`src/rtl/core/sclp_pkg.sv`:
```
`timescale 1ns / 1ps

package sclp_pkg;

    // default depth of the line store
    localparam int LINE_LEN_DEF = 32;

    // characters of the command syntax
    localparam logic [7:0] CH_NEWLINE  = 8'h0A;
    localparam logic [7:0] CH_CMD      = 8'h44;  // 'D'
    localparam logic [7:0] CH_ANGLE    = 8'h41;  // 'A'
    localparam logic [7:0] CH_GAIN_P   = 8'h70;  // 'p'
    localparam logic [7:0] CH_GAIN_I   = 8'h69;  // 'i'
    localparam logic [7:0] CH_GAIN_D   = 8'h64;  // 'd'
    localparam logic [7:0] ASCII_ZERO  = 8'd48;
    localparam logic [7:0] ASCII_HEX   = 8'd55;  // 'A' - 10

    // configuration reset values and register indexes
    localparam logic [15:0] PULSE_BASE_RST = 16'd500;
    localparam logic [9:0]  MAX_ANGLE_RST  = 10'd180;
    localparam logic        CFG_PULSE_BASE = 1'b0;
    localparam logic        CFG_MAX_ANGLE  = 1'b1;

    // gain limit and divide-by-nine reciprocal (exact for values below 2^17)
    localparam int          GAIN_MAX     = 999;
    localparam int          ANGLE_SCALE  = 100;
    localparam logic [16:0] RECIP_9      = 17'd116509;
    localparam int          RECIP_SHIFT  = 20;

    // number of hex characters in a pulse echo
    localparam int HEX_DIGITS = 8;

    // result kinds
    localparam logic KIND_HEX    = 1'b0;
    localparam logic KIND_REPORT = 1'b1;

    typedef enum logic [2:0] {
        CMD_NONE,
        CMD_ANGLE,
        CMD_P,
        CMD_I,
        CMD_D
    } sclp_cmd_t;

    // request from parser to emitter
    typedef struct packed {
        logic start;
        logic kind;
    } sclp_emit_req_t;

    // current pulse and gains
    typedef struct packed {
        logic [15:0] pulse;
        logic [9:0]  kp;
        logic [9:0]  ki;
        logic [9:0]  kd;
    } sclp_vals_t;

    // upper-case ascii hex digit of a nibble
    function automatic logic [7:0] hex_char(input logic [3:0] nib);
        logic [7:0] wide;
        wide = {4'h0, nib};
        if (nib < 4'd10)
            return ASCII_ZERO + wide;
        else
            return ASCII_HEX + wide;
    endfunction

endpackage

```
`src/rtl/core/sclp_line_store.sv`:
```
`timescale 1ns / 1ps

module sclp_line_store
    import sclp_pkg::*;
#(
    parameter int LINE_LEN = LINE_LEN_DEF,
    localparam int AW = $clog2(LINE_LEN)
)
(
    input  logic          clk,
    input  logic          we,
    input  logic [AW-1:0] waddr,
    input  logic [7:0]    wdata,
    input  logic [AW-1:0] raddr,
    output logic [7:0]    rdata
);

    logic [7:0] mem [LINE_LEN];
    logic [7:0] rdata_reg;

    // write port
    always_ff @(posedge clk)
    begin
        if (we)
        begin
            mem[waddr] <= wdata;
        end
    end

    // registered read port
    always_ff @(posedge clk)
    begin
        rdata_reg <= mem[raddr];
    end

    assign rdata = rdata_reg;

endmodule

```
`src/rtl/core/sclp_parser.sv`:
```
`timescale 1ns / 1ps

module sclp_parser
    import sclp_pkg::*;
#(
    parameter int LINE_LEN = LINE_LEN_DEF,
    localparam int AW = $clog2(LINE_LEN),
    localparam int FW = $clog2(LINE_LEN + 1)
)
(
    input  logic           clk,
    input  logic           rst_n,
    input  logic           in_valid,
    output logic           in_ready,
    input  logic [7:0]     rx_byte,
    input  logic           cfg_we,
    input  logic           cfg_index,
    input  logic [15:0]    cfg_data,
    output logic           mem_we,
    output logic [AW-1:0]  mem_waddr,
    output logic [7:0]     mem_wdata,
    output logic [AW-1:0]  mem_raddr,
    input  logic [7:0]     mem_rdata,
    input  logic           emit_busy,
    output sclp_emit_req_t emit_req,
    output sclp_vals_t     vals
);

    typedef enum logic [5:0] {
        S_FILL   = 6'b000001,
        S_READ   = 6'b000010,
        S_CALC   = 6'b000100,
        S_SCALE  = 6'b001000,
        S_MUL    = 6'b010000,
        S_COMMIT = 6'b100000
    } state_t;

    localparam int NCAP = 6;

    state_t             state_reg, state_next;
    logic [FW-1:0]      fill_reg, fill_next;
    logic [FW-1:0]      len_reg, len_next;
    logic [2:0]         rd_cnt_reg, rd_cnt_next;
    logic [7:0]         cap_reg [NCAP];
    sclp_cmd_t          cmd_reg, cmd_next;
    logic signed [15:0] v_reg;
    logic               ok_reg;
    logic [16:0]        x_reg;
    logic [15:0]        cand_reg;
    logic [15:0]        pulse_reg;
    logic [9:0]         kp_reg, ki_reg, kd_reg;
    logic [15:0]        pulse_base_reg;
    logic [9:0]         max_angle_reg;

    logic               accept;
    logic               room;
    logic [2:0]         cap_idx;
    logic [7:0]         cap_byte;
    logic signed [15:0] d2, d3, d4, d5, db, dc, v_calc;
    logic [33:0]        prod;
    logic               commit;

    assign in_ready = (state_reg == S_FILL);
    assign accept   = in_valid && in_ready;
    assign room     = (fill_reg < FW'(LINE_LEN));

    // line store write at the fill position
    assign mem_we    = accept && room;
    assign mem_waddr = fill_reg[AW-1:0];
    assign mem_wdata = rx_byte;
    assign mem_raddr = AW'(rd_cnt_reg);

    // read data arrives in the cycle after its address; unwritten places read zero
    assign cap_idx  = rd_cnt_reg - 3'd1;
    assign cap_byte = (FW'(cap_idx) < len_reg) ? mem_rdata : 8'h00;

    // digit values of the captured characters
    function automatic logic signed [15:0] digit(input logic [7:0] ch);
        return $signed({8'h00, ch}) - $signed({8'h00, ASCII_ZERO});
    endfunction

    assign d2 = digit(cap_reg[2]);
    assign d3 = digit(cap_reg[3]);
    assign d4 = digit(cap_reg[4]);
    assign d5 = digit(cap_reg[5]);
    assign db = (cmd_next == CMD_I) ? d4 : d3;
    assign dc = (cmd_next == CMD_ANGLE) ? d4 : d5;
    assign v_calc = d2 * 16'sd100 + db * 16'sd10 + dc;

    // command decode from the first two characters
    always_comb
    begin
        cmd_next = CMD_NONE;
        if (cap_reg[0] == CH_CMD)
        begin
            unique case (cap_reg[1])
                CH_ANGLE:  cmd_next = CMD_ANGLE;
                CH_GAIN_P: cmd_next = CMD_P;
                CH_GAIN_I: cmd_next = CMD_I;
                CH_GAIN_D: cmd_next = CMD_D;
                default:   cmd_next = CMD_NONE;
            endcase
        end
    end

    // scaled angle divided by nine
    assign prod   = 34'(x_reg) * 34'(RECIP_9);
    assign commit = (state_reg == S_COMMIT) && !emit_busy;

    // sequencer
    always_comb
    begin
        state_next  = state_reg;
        fill_next   = fill_reg;
        len_next    = len_reg;
        rd_cnt_next = rd_cnt_reg;
        unique case (state_reg)
            S_FILL:
            begin
                if (accept)
                begin
                    fill_next = room ? fill_reg + FW'(1) : fill_reg;
                    if (rx_byte == CH_NEWLINE)
                    begin
                        len_next    = fill_next;
                        fill_next   = '0;
                        rd_cnt_next = '0;
                        state_next  = S_READ;
                    end
                end
            end
            S_READ:
            begin
                rd_cnt_next = rd_cnt_reg + 3'd1;
                if (rd_cnt_reg == 3'(NCAP))
                begin
                    state_next = S_CALC;
                end
            end
            S_CALC:
            begin
                state_next = (cmd_next == CMD_NONE) ? S_FILL : S_SCALE;
            end
            S_SCALE:
            begin
                state_next = S_MUL;
            end
            S_MUL:
            begin
                state_next = S_COMMIT;
            end
            S_COMMIT:
            begin
                if (commit)
                begin
                    state_next = S_FILL;
                end
            end
            default:
            begin
                state_next = S_FILL;
            end
        endcase
    end

    // control registers
    always_ff @(posedge clk or negedge rst_n)
    begin
        if (!rst_n)
        begin
            state_reg  <= S_FILL;
            fill_reg   <= '0;
            len_reg    <= '0;
            rd_cnt_reg <= '0;
        end
        else
        begin
            state_reg  <= state_next;
            fill_reg   <= fill_next;
            len_reg    <= len_next;
            rd_cnt_reg <= rd_cnt_next;
        end
    end

    // capture shift line: the first character ends up at place zero
    always_ff @(posedge clk)
    begin
        if ((state_reg == S_READ) && (rd_cnt_reg != 3'd0))
        begin
            for (int k = 0; k < NCAP - 1; k++)
            begin
                cap_reg[k] <= cap_reg[k+1];
            end
            cap_reg[NCAP-1] <= cap_byte;
        end
    end

    // arithmetic pipeline of the parse
    always_ff @(posedge clk)
    begin
        if (state_reg == S_CALC)
        begin
            cmd_reg <= cmd_next;
            v_reg   <= v_calc;
        end
        if (state_reg == S_SCALE)
        begin
            if (cmd_reg == CMD_ANGLE)
                ok_reg <= !v_reg[15] && (v_reg[14:0] <= 15'(max_angle_reg));
            else
                ok_reg <= !v_reg[15] && (v_reg[14:0] <= 15'(GAIN_MAX));
            x_reg <= 17'(v_reg[9:0]) * 17'(ANGLE_SCALE);
        end
        if (state_reg == S_MUL)
        begin
            cand_reg <= pulse_base_reg + 16'(prod >> RECIP_SHIFT);
        end
    end

    // pulse, gains and configuration
    always_ff @(posedge clk or negedge rst_n)
    begin
        if (!rst_n)
        begin
            pulse_reg      <= '0;
            kp_reg         <= '0;
            ki_reg         <= '0;
            kd_reg         <= '0;
            pulse_base_reg <= PULSE_BASE_RST;
            max_angle_reg  <= MAX_ANGLE_RST;
        end
        else
        begin
            if (commit && ok_reg)
            begin
                case (cmd_reg)
                    CMD_ANGLE: pulse_reg <= cand_reg;
                    CMD_P:     kp_reg    <= v_reg[9:0];
                    CMD_I:     ki_reg    <= v_reg[9:0];
                    CMD_D:     kd_reg    <= v_reg[9:0];
                    default:   ;
                endcase
            end
            if (cfg_we)
            begin
                unique case (cfg_index)
                    CFG_PULSE_BASE: pulse_base_reg <= cfg_data;
                    CFG_MAX_ANGLE:  max_angle_reg  <= cfg_data[9:0];
                    default:        ;
                endcase
            end
        end
    end

    assign emit_req.start = commit;
    assign emit_req.kind  = (cmd_reg == CMD_ANGLE) ? KIND_HEX : KIND_REPORT;

    assign vals.pulse = pulse_reg;
    assign vals.kp    = kp_reg;
    assign vals.ki    = ki_reg;
    assign vals.kd    = kd_reg;

endmodule

```
`src/rtl/core/sclp_emitter.sv`:
```
`timescale 1ns / 1ps

module sclp_emitter
    import sclp_pkg::*;
(
    input  logic           clk,
    input  logic           rst_n,
    input  sclp_emit_req_t emit_req,
    input  sclp_vals_t     vals,
    output logic           emit_busy,
    output logic           out_valid,
    input  logic           out_ready,
    output logic           kind,
    output logic [7:0]     out_char,
    output logic [15:0]    pulse,
    output logic [9:0]     kp_tenths,
    output logic [9:0]     ki_hundredths,
    output logic [9:0]     kd_tenths,
    output logic           last
);

    localparam logic [2:0] LAST_DIGIT = 3'(HEX_DIGITS - 1);

    logic       valid_reg;
    logic       kind_reg;
    logic [2:0] cnt_reg;
    logic [3:0] nib;

    // pick the nibble: the upper four characters are always zero
    always_comb
    begin
        nib = 4'h0;
        if (cnt_reg[2])
        begin
            case (cnt_reg[1:0])
                2'd0:    nib = vals.pulse[15:12];
                2'd1:    nib = vals.pulse[11:8];
                2'd2:    nib = vals.pulse[7:4];
                default: nib = vals.pulse[3:0];
            endcase
        end
    end

    assign last = (kind_reg == KIND_REPORT) || (cnt_reg == LAST_DIGIT);

    // item sequencing
    always_ff @(posedge clk or negedge rst_n)
    begin
        if (!rst_n)
        begin
            valid_reg <= 1'b0;
            kind_reg  <= KIND_HEX;
            cnt_reg   <= '0;
        end
        else if (emit_req.start)
        begin
            valid_reg <= 1'b1;
            kind_reg  <= emit_req.kind;
            cnt_reg   <= '0;
        end
        else if (valid_reg && out_ready)
        begin
            if (last)
                valid_reg <= 1'b0;
            else
                cnt_reg <= cnt_reg + 3'd1;
        end
    end

    assign emit_busy     = valid_reg;
    assign out_valid     = valid_reg;
    assign kind          = kind_reg;
    assign out_char      = (kind_reg == KIND_REPORT) ? 8'h00 : hex_char(nib);
    assign pulse         = vals.pulse;
    assign kp_tenths     = vals.kp;
    assign ki_hundredths = vals.ki;
    assign kd_tenths     = vals.kd;

endmodule

```
`src/rtl/core/serial_command_line_parser.sv`:
```
`timescale 1ns / 1ps

// channel   signals                                        direction
// input     in_valid, in_ready, rx_byte                    item in
// output    out_valid, out_ready, kind, out_char, pulse,   item out
//           kp_tenths, ki_hundredths, kd_tenths, last
// config    cfg_we, cfg_index, cfg_data                    write only
//
// Ordinary bytes are taken back to back, also while an echo drains.
// A newline holds in_ready low while the first six places of the line store are
// read through its one read port and the line is decoded; on a command it then
// stays low to range check, scale by 100/9 and commit, and the commit waits
// until the previous echo is taken.
// An echo is 8 items and a report 1 item, at most one item per cycle.
// Reset needs no clearing pass: the fill count masks unwritten places as zero.

module serial_command_line_parser
    import sclp_pkg::*;
#(
    parameter int LINE_LEN = LINE_LEN_DEF
)
(
    input  logic        clk,
    input  logic        rst_n,
    input  logic        in_valid,
    output logic        in_ready,
    input  logic [7:0]  rx_byte,
    output logic        out_valid,
    input  logic        out_ready,
    output logic        kind,
    output logic [7:0]  out_char,
    output logic [15:0] pulse,
    output logic [9:0]  kp_tenths,
    output logic [9:0]  ki_hundredths,
    output logic [9:0]  kd_tenths,
    output logic        last,
    input  logic        cfg_we,
    input  logic        cfg_index,
    input  logic [15:0] cfg_data
);

    localparam int AW = $clog2(LINE_LEN);

    logic           mem_we;
    logic [AW-1:0]  mem_waddr;
    logic [7:0]     mem_wdata;
    logic [AW-1:0]  mem_raddr;
    logic [7:0]     mem_rdata;
    logic           emit_busy;
    sclp_emit_req_t emit_req;
    sclp_vals_t     vals;

    // line store
    sclp_line_store #(
        .LINE_LEN (LINE_LEN)
    ) u_store (
        .clk   (clk),
        .we    (mem_we),
        .waddr (mem_waddr),
        .wdata (mem_wdata),
        .raddr (mem_raddr),
        .rdata (mem_rdata)
    );

    // fill, parse and state update
    sclp_parser #(
        .LINE_LEN (LINE_LEN)
    ) u_parser (
        .clk       (clk),
        .rst_n     (rst_n),
        .in_valid  (in_valid),
        .in_ready  (in_ready),
        .rx_byte   (rx_byte),
        .cfg_we    (cfg_we),
        .cfg_index (cfg_index),
        .cfg_data  (cfg_data),
        .mem_we    (mem_we),
        .mem_waddr (mem_waddr),
        .mem_wdata (mem_wdata),
        .mem_raddr (mem_raddr),
        .mem_rdata (mem_rdata),
        .emit_busy (emit_busy),
        .emit_req  (emit_req),
        .vals      (vals)
    );

    // result items
    sclp_emitter u_emitter (
        .clk           (clk),
        .rst_n         (rst_n),
        .emit_req      (emit_req),
        .vals          (vals),
        .emit_busy     (emit_busy),
        .out_valid     (out_valid),
        .out_ready     (out_ready),
        .kind          (kind),
        .out_char      (out_char),
        .pulse         (pulse),
        .kp_tenths     (kp_tenths),
        .ki_hundredths (ki_hundredths),
        .kd_tenths     (kd_tenths),
        .last          (last)
    );

endmodule
```
`config.mk`:
```
export PLATFORM = sky130hd
export DESIGN_NAME = serial_command_line_parser
export DESIGN_NICKNAME = d
export VERILOG_FILES = /design/src/rtl/core/sclp_pkg.sv /design/src/rtl/core/sclp_line_store.sv /design/src/rtl/core/sclp_parser.sv /design/src/rtl/core/sclp_emitter.sv /design/src/rtl/core/serial_command_line_parser.sv
export SDC_FILE = /design/constraint.sdc
export NUM_CORES = 1
export LEC_CHECK = 0
export BUFFER_PORTS_ARGS = -buffer_cell sky130_fd_sc_hd__buf_2
export CORE_UTILIZATION = 45
export DETAILED_ROUTE_END_ITERATION = 8
export SLEW_MARGIN = 5
export SYNTH_ARGS = -nofsm -noshare
export SYNTH_HDL_FRONTEND = slang
export SYNTH_SLANG_ARGS = --single-unit
```
`constraint.sdc`:
```
create_clock -name clk -period 9.55 [get_ports clk]
set_input_delay 0.4775 -clock clk [delete_from_list [all_inputs] [get_ports clk]]
set_output_delay 0.4775 -clock clk [all_outputs]
set_load 0.1 [all_outputs]
```
==> results of run 1 <==
==> worst reg2reg max path: cells and delay by family, from the launching register on <==
kind	cells	cell delay, ns
buf+inv	5	0.28
xor+xnor	1	0.15
fa+ha+maj	9	3.72
compound gates	10	1.93
simple gates	5	0.76
flops	1	0.53
==> worst paths after layout <==
kind	from	end	slack (ns)
setup / recovery	u_parser.x_reg[9]$_DFFE_PP_	u_parser.cand_reg[14]$_DFFE_PN_	1.97
hold reg to reg	u_parser.cap_reg[1][1]$_DFFE_PP_	u_parser.cap_reg[0][1]$_DFFE_PP_	0.42
setup reg to reg	u_parser.x_reg[9]$_DFFE_PP_	u_parser.cand_reg[14]$_DFFE_PN_	1.97
hold / removal	out_ready	u_emitter.emit_busy$_DFFE_PN0P_	0.09
max in group asynchronous	rst_n	u_parser.fill_reg[1]$_DFFE_PN0P_	7.97
min in group asynchronous	rst_n	u_parser.ki_reg[7]$_DFFE_PN0P_	0.38
==> through the flow <==
step / cell area (um^2) / power (mW)
2_1_floorplan: 18500 / 1.67
3_3_place_gp: 19600 / 1.79
3_5_place_dp: 19600 / 1.79
4_1_cts: 20600 / 3.04
5_1_grt: 20600 / 3.14
6_report: 20600 / 3.00
==> power groups by stage <==
| stage | logic (mW) | registers [mW] | clock network [mW] |
|---|---|---|---|
| detailed placement | 0.376 | 1.42 | 0 |
| global placement | 0.372 | 1.41 | 0 |
| finish | 0.372 | 1.39 | 1.24 |
| floorplan | 0.270 | 1.40 | 0 |
| CTS | 0.381 | 1.39 | 1.27 |
| global route | 0.422 | 1.41 | 1.31 |
==> cells in the mapped netlist (all sizes together) (4+ instances only) <==
library cell | number | area (um^2)
a21o | 14 | 105
nand3 | 16 | 85.1
inv | 251 | 942
ha | 263 | 3290
dfxtp | 8 | 160
mux2 | 68 | 766
edfxtp | 163 | 4890
mux2i | 8 | 83.8
nand4 | 9 | 62.6
buf | 7 | 41.3
xor2 | 22 | 193
o21ai | 52 | 260
nor3b | 5 | 37.5
nor2b | 22 | 145
clkbuf | 14 | 52.6
a31oi | 13 | 81.3
nor4 | 4 | 25.0
dfrtp | 87 | 2180
o21a | 6 | 45.0
o21bai | 14 | 105
nand2 | 88 | 330
and3 | 10 | 67.6
nor3 | 15 | 80.1
a21oi | 70 | 358
dfstp | 11 | 289
o31ai | 5 | 37.5
fa | 97 | 1940
and2 | 4 | 25.0
nor2 | 61 | 229
a222oi | 4 | 40.0
mux4 | 16 | 360
xnor2 | 65 | 577
nand2b | 8 | 50.1
a21boi | 6 | 45.1
or2 | 9 | 56.3
==> what timing repair did <==
item / in CTS / in global routing
hold buffers: 1 / 0
resized for setup: 0 / 0
endpoints found under the hold margin: 30 / 0
==> cell type report <==
| cell class | count | area, um^2 |
|---|---|---|
| clock buffer | 32 | 758 |
| clock inverter | 24 | 307 |
| fill | 3529 | 19400 |
| inverter | 252 | 946 |
| multi-input combinational | 1017 | 9930 |
| sequential | 269 | 7520 |
| tap | 525 | 657 |
| timing repair buffer | 99 | 533 |
==> cell families after synthesis <==
group           after synthesis  share of synthesized area
other cells                   1                   0.000203
mux                          92                     0.0655
compound gates              206                     0.0712
buf+inv                     273                     0.0563
simple gates                270                     0.0735
xor+xnor                     88                     0.0429
fa+ha+maj                   360                      0.283
flops                       269                      0.407
==> layout by cell type, fill, tap and decap left out, drive strengths merged, types with 4 or more instances in the layout <==
master	instances
o21bai	14
nor2b	22
and3	10
clkinv	12
nor4	4
nand3	16
clkbuf	32
a21boi	6
dfrtp	87
fa	97
a222oi	4
nor2	61
mux4	16
o31ai	5
nand2	88
a31oi	13
buf	98
nand4	9
edfxtp	163
o21ai	52
o21a	6
mux2i	8
inv	254
a21oi	70
nand2b	8
ha	263
or2	9
xnor2	65
mux2	68
dfxtp	8
clkinvlp	5
xor2	22
nor3	15
dfstp	11
bufinv	5
and2	4
nor3b	5
a21o	14
==> routing by layer <==
metal  track usage  vias up  wire [um]
met4        0.0453        0        715
li1              -     5610          -
met3        0.0266       46       1390
met5             0        -          0
met1         0.257     5576      17300
met2         0.321      153      18500
==> flow_summary_export.csv, run 1 <==
group,metric,value,unit
run_status,outcome,"finished clean",
power,p_comb_frac,0.124,
cts,clockBufferDepth,3,
setup_path,crit_family,"adder cells",
setup_path,endpoint_kind,"flop",
finish,layout-drive-gt1-share,0.158,
cts,cts_setup_buffers,0,
global_route,antenna_found_initial,0,
timing,finalCritPeriodShare,0.793,
timing,finalWorstSetupSlack,1.97,ns
yosys,synth_cell_types,76,
cts,clk_pin_slew_worst_paths,0.07,ns
floorplanning,die_y,205,um
floorplanning,dieArea,41900,um^2
finish,fin_nets,2059,
timing,fin_crit,7.58,ns
route,wl_per_cell,17.1,um
setup_path,cp.depth,30,
setup_path,path_common_cell,"fa_1",
timing,maxSlewHeadroom,0.316,
power,ir_worst_vdd,161,uV
power,p_sw,0.800,mW
yosys,ys_seq_area_frac,0.407,
cts,cts_max_level,1,
setup_path,cp_max_fo,7,
setup_path,start_kind,"flop",
floorplanning,start_util,0.461,
power,p_clk_frac,0.412,
place,dp.cells,2161,
timing,tightestPinTransition,1.03,ns
yosys,synth.cell_area,18500,um^2
timing,hold-worst-slack,0.0889,ns
cts,cts_tree,"done",
finish,final_cells,2218,
timing,fin_skew,0.0577,ns
timing,fmax,132,MHz
setup_path,path_buf_inv,5,
setup_path,slowest_delay,0.59,ns
power,p_int,2.20,mW
yosys,synth_ff_type,"edfxtp_1",
power,swShare,0.267,
floorplanning,rows,73,
floorplanning,io_pins,88,
yosys,postSynthCellCount,1559,
route,drt-initial-drc-count,558,
route,ant_nets,0,
floorplanning,fp.dieW,205,um
place,place_ws,2.02,ns
setup_path,critical_path_class,"flop to flop",
job,drv_cap,0,
setup_path,worstPathArrival,7.93,ns
place,gp_congestion,0.905,
cts,clock-root-buffer,"clkbuf_16",
finish,largest_reg_flops,64,
power,pwr_density_cell,145,nW/um^2
global_route,groute.usage.overall,0.190,
timing,hold_viol,0,
cts,clock_sinks,269,
hold_path,worstHoldPathType,"input pin to flop",
route,routed_wl,37.9,mm
setup_path,ff2ff_path_depth,30,
timing,tns,0,ns
yosys,ys_ff_latch,269,
place,port_buffers,86,
global_route,grt-ovfl-total,0,
finish,antenna_cells,0,
power,p_seq_frac,0.464,
setup_path,cpMaxStageDelayCell,"fa_1",
yosys,synth-async-reset-ratio,0.364,
global_route,grt_max_degree,69,
hold_path,hold_depth,2,
timing,rsz0062_at_grt,"no",
yosys,yosys_warnings,0,
place,dp.final_hpwl,29.5,mm
route,drc_errors,0,
cts,cts_buffers,30,
global_route,grt_pass1_vias,11800,
cts,worstSkewPairLatency,0.61,ns
finish,area.growth.synth_to_final,11.8,%
global_route,grt_pass1_wl,62.4,mm
timing,setup_viol,0,
finish,fin_util,0.515,
route,vias,11400,
route,dr.pass1.iters,5,
setup_path,required,9.90,ns
route,viasPerCell,5.13,
yosys,synth.avg_cell_area,11.8,um^2
yosys,syn_nets,1949,
timing,maxSlewViolCount,0,
yosys,synth_edf_count,163,
floorplanning,core-area,40100,um^2
power,p_leak,9.63,nW
No activity file was read; power rests on OpenSTA's default activity.
==> inputs of run 2 (changes only) <==
Clock period 9.55 ns to 6.9 ns, I/O delays scaled along.
==> run 2 against run 1 <==
Core utilization up 3.1 points; combinational power up 57%; sequential power up 39%; register-to-register slack worse by 1.9 ns; largest cell class unchanged.
==> flow_summary_export.csv, run 2 (synthesized netlist as in run 1, its figures left out) <==
group,metric,value,unit
global_route,groute.usage.overall,0.191,
setup_path,start_kind,"flop",
finish,seq_area,7520,um^2
setup_path,cp.depth,31,
setup_path,endpoint_kind,"flop",
floorplanning,die_y,205,um
finish,fillCellCount,3438,
hold_path,worstHoldPathType,"input pin to flop",
power,p_sw,1.08,mW
floorplanning,dieArea,41900,um^2
route,dr.pass1.iters,7,
global_route,grt_pass1_wl,62.9,mm
cts,cts_max_level,1,
route,routed_wl,39.0,mm
setup_path,critPathLaunch,"u_parser.x_reg[9]$_DFFE_PP_",
setup_path,path_buf_inv,5,
cts,clockBufferDepth,3,
place,dp.cells,2248,
route,wl_per_cell,16.7,um
route,vias,11900,
finish,layout_commonest_cell,"ha_1",
power,p_clk_frac,0.388,
global_route,met3_usage,0.0197,
global_route,grtUsageMet1,0.245,
finish,fin_nets,2180,
power,p_leak,10.2,nW
power,pwr_density_cell,188,nW/um^2
setup_path,critical_path_class,"flop to flop",
setup_path,required,7.21,ns
cts,clock-root-buffer,"clkbuf_16",
power,p_comb_frac,0.142,
job,drv_cap,0,
setup_path,path_common_cell,"fa_1",
run_status,outcome,"finished clean",
setup_path,crit_family,"adder cells",
route,viasPerCell,5.08,
place,port_buffers,86,
finish,multiInputGateArea,10300,um^2
finish,layout-drive-gt1-share,0.249,
cts,cts_buffers,28,
setup_path,cp_max_fo,4,
cts,worstSkewPairLatency,0.57,ns
setup_path,slowest_delay,0.58,ns
global_route,grt_max_degree,69,
finish,largest_reg_flops,64,
finish,fin_util,0.546,
cts,clock_sinks,269,
setup_path,ff2ff_path_depth,31,
place,gp_congestion,0.872,
route,ant_nets,0,
timing,tightestPinTransition,0.998,ns
timing,maxSlewViolCount,0,
timing,fin_crit,6.84,ns
finish,antenna_cells,0,
floorplanning,rows,73,
timing,finalCritPeriodShare,0.991,
global_route,use_met2,0.342,
timing,setup_viol,0,
place,dp.final_hpwl,30.3,mm
finish,final_cells,2337,
power,p_total,4.11,mW
setup_path,r2r-start,"u_parser.x_reg[9]$_DFFE_PP_",
route,drc_errors,0,
global_route,grt-busiest-layer,"met2",
hold_path,min_from,"rx_byte[7]",
hold_path,hold_depth,1,
power,p_int,3.03,mW
power,p_seq_frac,0.470,
cts,cts_tree,"done",
power,swShare,0.263,
floorplanning,fp.dieW,205,um
cts,clk_pin_slew_worst_paths,0.06,ns
route,drt-initial-drc-count,504,
timing,maxSlewHeadroom,0.334,
setup_path,cpMaxStageDelayCell,"fa_1",
finish,layout_common_cells,"249 x ha_1, 238 x inv_1, 163 x edfxtp_1, 126 x buf_4, 89 x fa_1",
global_route,grt-ovfl-total,0,
global_route,grt_pass1_vias,12300,
timing,rsz0062_at_grt,"yes",
floorplanning,start_util,0.461,
timing,fin_skew,0.0249,ns
floorplanning,io_pins,88,
setup_path,worstPathArrival,7.15,ns
timing,fmax,146,MHz
global_route,antenna_found_initial,0,
timing,hold_viol,0,
power,ir_worst_vdd,219,uV
floorplanning,core-area,40100,um^2
finish,area.growth.synth_to_final,18.5,%
==> run 2: cell count changes in the layout (fill, tap and decap cells not counted), moves of 9 or more <==
cell	before	now
a21oi_1	67	56
ha_1	263	249
a21oi_2	2	11
inv_1	251	238
ha_4	0	12
inv_2	0	12
buf_4	13	126
==> run 2: power groups by stage <==
stage / combinational, mW / clock [mW] / sequential (mW)
after floorplan: 0.374 / 0 / 1.94
after detailed placement: 0.549 / 0 / 1.96
final: 0.585 / 1.59 / 1.93
after global routing: 0.658 / 1.70 / 1.95
after global placement: 0.543 / 0 / 1.96
after CTS: 0.577 / 1.65 / 1.93
==> run 2: area by class of cell <==
type | count | area share
multi-input cells | 1017 | 0.469
flip-flops and latches | 269 | 0.343
repair buffers | 222 | 0.0678
clock inverters | 17 | 0.00857
clock buffers | 35 | 0.0375
well taps | 525 | 0.0300
inverters | 252 | 0.0433
==> run 2: timing repair <==
| action | in CTS | in global routing |
|---|---|---|
| hold buffers | 8 | 0 |
| gates cloned | 0 | 0 |
| pin swaps | 26 | 56 |
| setup buffers | 17 | 15 |
| hold endpoints to repair | 37 | 0 |
| endpoints found under the setup margin | 9 | 9 |
| gates resized for setup | 34 | 54 |
==> run 2: worst register-to-register path: cells and delay by family, from the launching register on <==
kind,cells,cell delay [ns]
xor gates and xnor gates,1,0.13
DFF,1,0.45
buffers and inverters,5,0.25
AOI/OAI and AO/OA,11,1.57
and+or+nand+nor,5,0.68
adders and majority gates,9,3.52
==> run 2: routing by layer <==
layer | wire (um) | vias to the layer above
met5 | 0 | -
li1 | - | 5831
met4 | 775 | 0
met2 | 20100 | 135
met1 | 17100 | 5856
met3 | 1060 | 46
==> run 2: final timing paths <==
check	slack (ns)	to
setup reg to reg	0.06	u_parser.cand_reg[14]$_DFFE_PN_
max in group asynchronous	5.40	u_parser.pulse_base_reg[15]$_DFFE_PN0P_
hold / removal	0.05	u_store.mem[2][7]$_DFFE_PP_
hold reg to reg	0.43	u_parser.cap_reg[2][2]$_DFFE_PP_
min in group asynchronous	0.27	u_parser.ki_reg[6]$_DFFE_PN0P_
setup / recovery	0.06	u_parser.cand_reg[14]$_DFFE_PN_
==> run 2: through the flow <==
step | hold WS (ns) | instance area (um^2) | TNS (ns) | setup slack [ns]
2_1_floorplan | 0.0494 | 18500 | -0.00833 | -0.00833
3_3_place_gp | 0.298 | 20200 | -1.24 | -0.339
3_5_place_dp | 0.299 | 20200 | -1.95 | -0.469
4_1_cts | 0.0184 | 21600 | 0 | 0.00207
5_1_grt | 0.0470 | 21900 | -0.967 | -0.209
6_report | 0.0501 | 21900 | 0 | 0.0625
==> inputs of run 3 (changes only) <==
Settings changed: CTS_CLUSTER_DIAMETER set to 30, REMOVE_ABC_BUFFERS set to 1.
==> run 3 against run 2 <==
Core utilization is 2.8 points higher; final cell count is 2.1% higher; clock-buffer cell count grew 33; via count rose by 1.3%; critical path depth shrank 4; clock skew grew 0.024 ns; combinational power down 0.7%; wire length rose by 0.99%; sequential power hardly changed; critical endpoint unchanged; largest cell class unchanged; highest routed layer is now met5.
==> flow_summary_export.csv, run 3 (synthesized netlist as in run 1, its figures left out) <==
group,metric,value,unit
place,port_buffers,86,
floorplanning,dieArea,41900,um^2
power,p_clk_frac,0.508,
global_route,grt_pass1_wl,64.1,mm
route,drt-initial-drc-count,425,
run_status,outcome,"finished clean",
cts,clock_sinks,269,
cts,clock-root-buffer,"clkbuf_16",
power,ir_worst_vdd,237,uV
finish,area.growth.synth_to_final,24.5,%
route,drc_errors,0,
timing,fin_crit,6.84,ns
route,wl_per_cell,16.5,um
floorplanning,rows,73,
setup_path,critical_path_class,"flop to flop",
global_route,antenna_found_initial,1,
finish,layout-drive-gt1-share,0.281,
finish,largest_reg_flops,64,
floorplanning,fp.dieW,205,um
setup_path,rrSetupSlack,0.06,ns
floorplanning,start_util,0.461,
timing,setup_viol,0,
finish,layout_common_cells,"239 x ha_1, 233 x inv_1, 163 x edfxtp_1, 121 x buf_4",
job,drv_cap,0,
power,p_leak,10.7,nW
timing,hold-worst-slack,0.0307,ns
timing,fmax,146,MHz
route,vias,12000,
route,dr.pass1.iters,5,
global_route,grt_pass1_vias,12700,
cts,cts_max_level,2,
finish,fin_nets,2206,
timing,maxSlewHeadroom,0.336,
cts,worstSkewPairLatency,0.60,ns
route,viasPerCell,5.04,
cts,clockBufferDepth,3,
route,routed_wl,39.4,mm
timing,tns,0,ns
cts,clk_pin_slew_worst_paths,0.05,ns
floorplanning,core-area,40100,um^2
finish,layout_commonest_cell,"ha_1",
cts,cts_buffers,54,
power,p_comb_frac,0.114,
timing,tightestPinTransition,0.994,ns
finish,fillCellCount,3356,
cts,cts_tree,"done",
floorplanning,io_pins,88,
timing,fin_skew,0.0489,ns
hold_path,worstHoldPathType,"input pin to flop",
setup_path,required,7.34,ns
setup_path,endpoint_kind,"flop",
timing,hold_viol,0,
place,dp.final_hpwl,29.9,mm
global_route,grt-ovfl-total,0,
global_route,grt_max_degree,56,
timing,rsz0062_at_grt,"yes",
power,swShare,0.259,
setup_path,cp_max_fo,4,
place,gp_congestion,0.870,
route,ant_nets,0,
power,pwr_density_cell,222,nW/um^2
power,p_seq_frac,0.379,
finish,antenna_cells,0,
setup_path,worstPathArrival,7.28,ns
power,p_sw,1.32,mW
timing,maxSlewViolCount,0,
global_route,groute.usage.overall,0.195,
floorplanning,die_y,205,um
timing,finalCritPeriodShare,0.991,
setup_path,start_kind,"flop",
power,p_int,3.79,mW
## run 3: cell count changes in the layout (fill, tap and decap cells not counted), moves of 6 or more
cell       delta
ha_1         -10
clkbuf_1      +7
ha_4          +8
clkbuf_16    +25
inv_2         +6
## run 3: layout make-up
type | count | area (um^2) | area share
Clock inverter | 34 | 380 | 0.0165
Tap cell | 525 | 657 | 0.0286
Inverter | 252 | 946 | 0.0411
Sequential cell | 269 | 7520 | 0.327
Multi-Input combinational cell | 1017 | 10500 | 0.457
Clock buffer | 68 | 1490 | 0.0646
Timing Repair Buffer | 222 | 1500 | 0.0653
## run 3: what timing repair did
action / in CTS / in global routing
hold buffers: 10 / 0
gates resized for setup: 31 / 98
buffers inserted: 6 / 19
endpoints found under the hold margin: 52 / 0
pin swaps: 20 / 81
setup endpoints to repair: 9 / 10
## run 3: power by group through the flow
stage / logic, mW / clock network (mW) / registers [mW]
floorplan: 0.354 / 0 / 1.96
global placement: 0.539 / 0 / 1.96
detailed placement: 0.549 / 0 / 1.96
CTS: 0.569 / 2.64 / 1.94
global route: 0.655 / 2.73 / 1.95
finish: 0.581 / 2.60 / 1.94
## run 3: per-stage QoR
step / instance area [um^2] / setup slack (ns) / instances / utilization / total power [mW]
4_1_cts: 22400 / -0.0102 / 2370 / 0.558 / 5.15
5_1_grt: 23000 / -0.225 / 2387 / 0.574 / 5.34
3_5_place_dp: 20300 / -0.617 / 2252 / 0.506 / 2.51
3_3_place_gp: 20300 / -0.435 / 2252 / 0.506 / 2.50
6_report: 23000 / 0.0622 / 2387 / 0.574 / 5.11
2_1_floorplan: 18400 / -0.0691 / 1538 / - / 2.31
## run 3: per-layer routing
metal  vias up  GRT usage  share of wire
li1       5910          -              -
met1      5898      0.243           0.43
met2       159      0.343           0.51
met3        58     0.0310          0.032
met4         2     0.0626          0.021
met5         -          0        0.00030
## run 3: worst paths after layout
kind,startpoint,to,depth (start not counted)
max in group asynchronous,rst_n,u_parser.ki_reg[6]$_DFFE_PN0P_,3
max reg2reg,u_parser.x_reg[11]$_DFFE_PP_,u_parser.cand_reg[14]$_DFFE_PN_,27
max,u_parser.x_reg[11]$_DFFE_PP_,u_parser.cand_reg[14]$_DFFE_PN_,27
min in group asynchronous,rst_n,u_parser.fill_reg[1]$_DFFE_PN0P_,2
min reg2reg,u_parser.cap_reg[1][7]$_DFFE_PP_,u_parser.cap_reg[0][7]$_DFFE_PP_,0
min,cfg_data[0],u_parser.pulse_base_reg[0]$_DFFE_PN0P_,2
## run 3: critical path, stage by stage, from the launching register on
cell	delay, ns
edfxtp_1	0.49
buf_6	0.17
buf_4	0.13
fa_1	0.57
inv_2	0.06
buf_4	0.13
fa_2	0.33
inv_2	0.07
fa_1	0.43
fa_1	0.56
inv_2	0.04
fa_1	0.52
inv_2	0.05
ha_4	0.23
a21oi_2	0.15
a21boi_2	0.06
a311o_1	0.33
and3_4	0.20
nor3_4	0.29
a21oi_4	0.11
o2111ai_4	0.27
nand3_4	0.12
xnor2_2	0.17
ha_2	0.29
or2_4	0.24
o31a_1	0.15
a2111oi_4	0.38
nand4bb_1	0.19
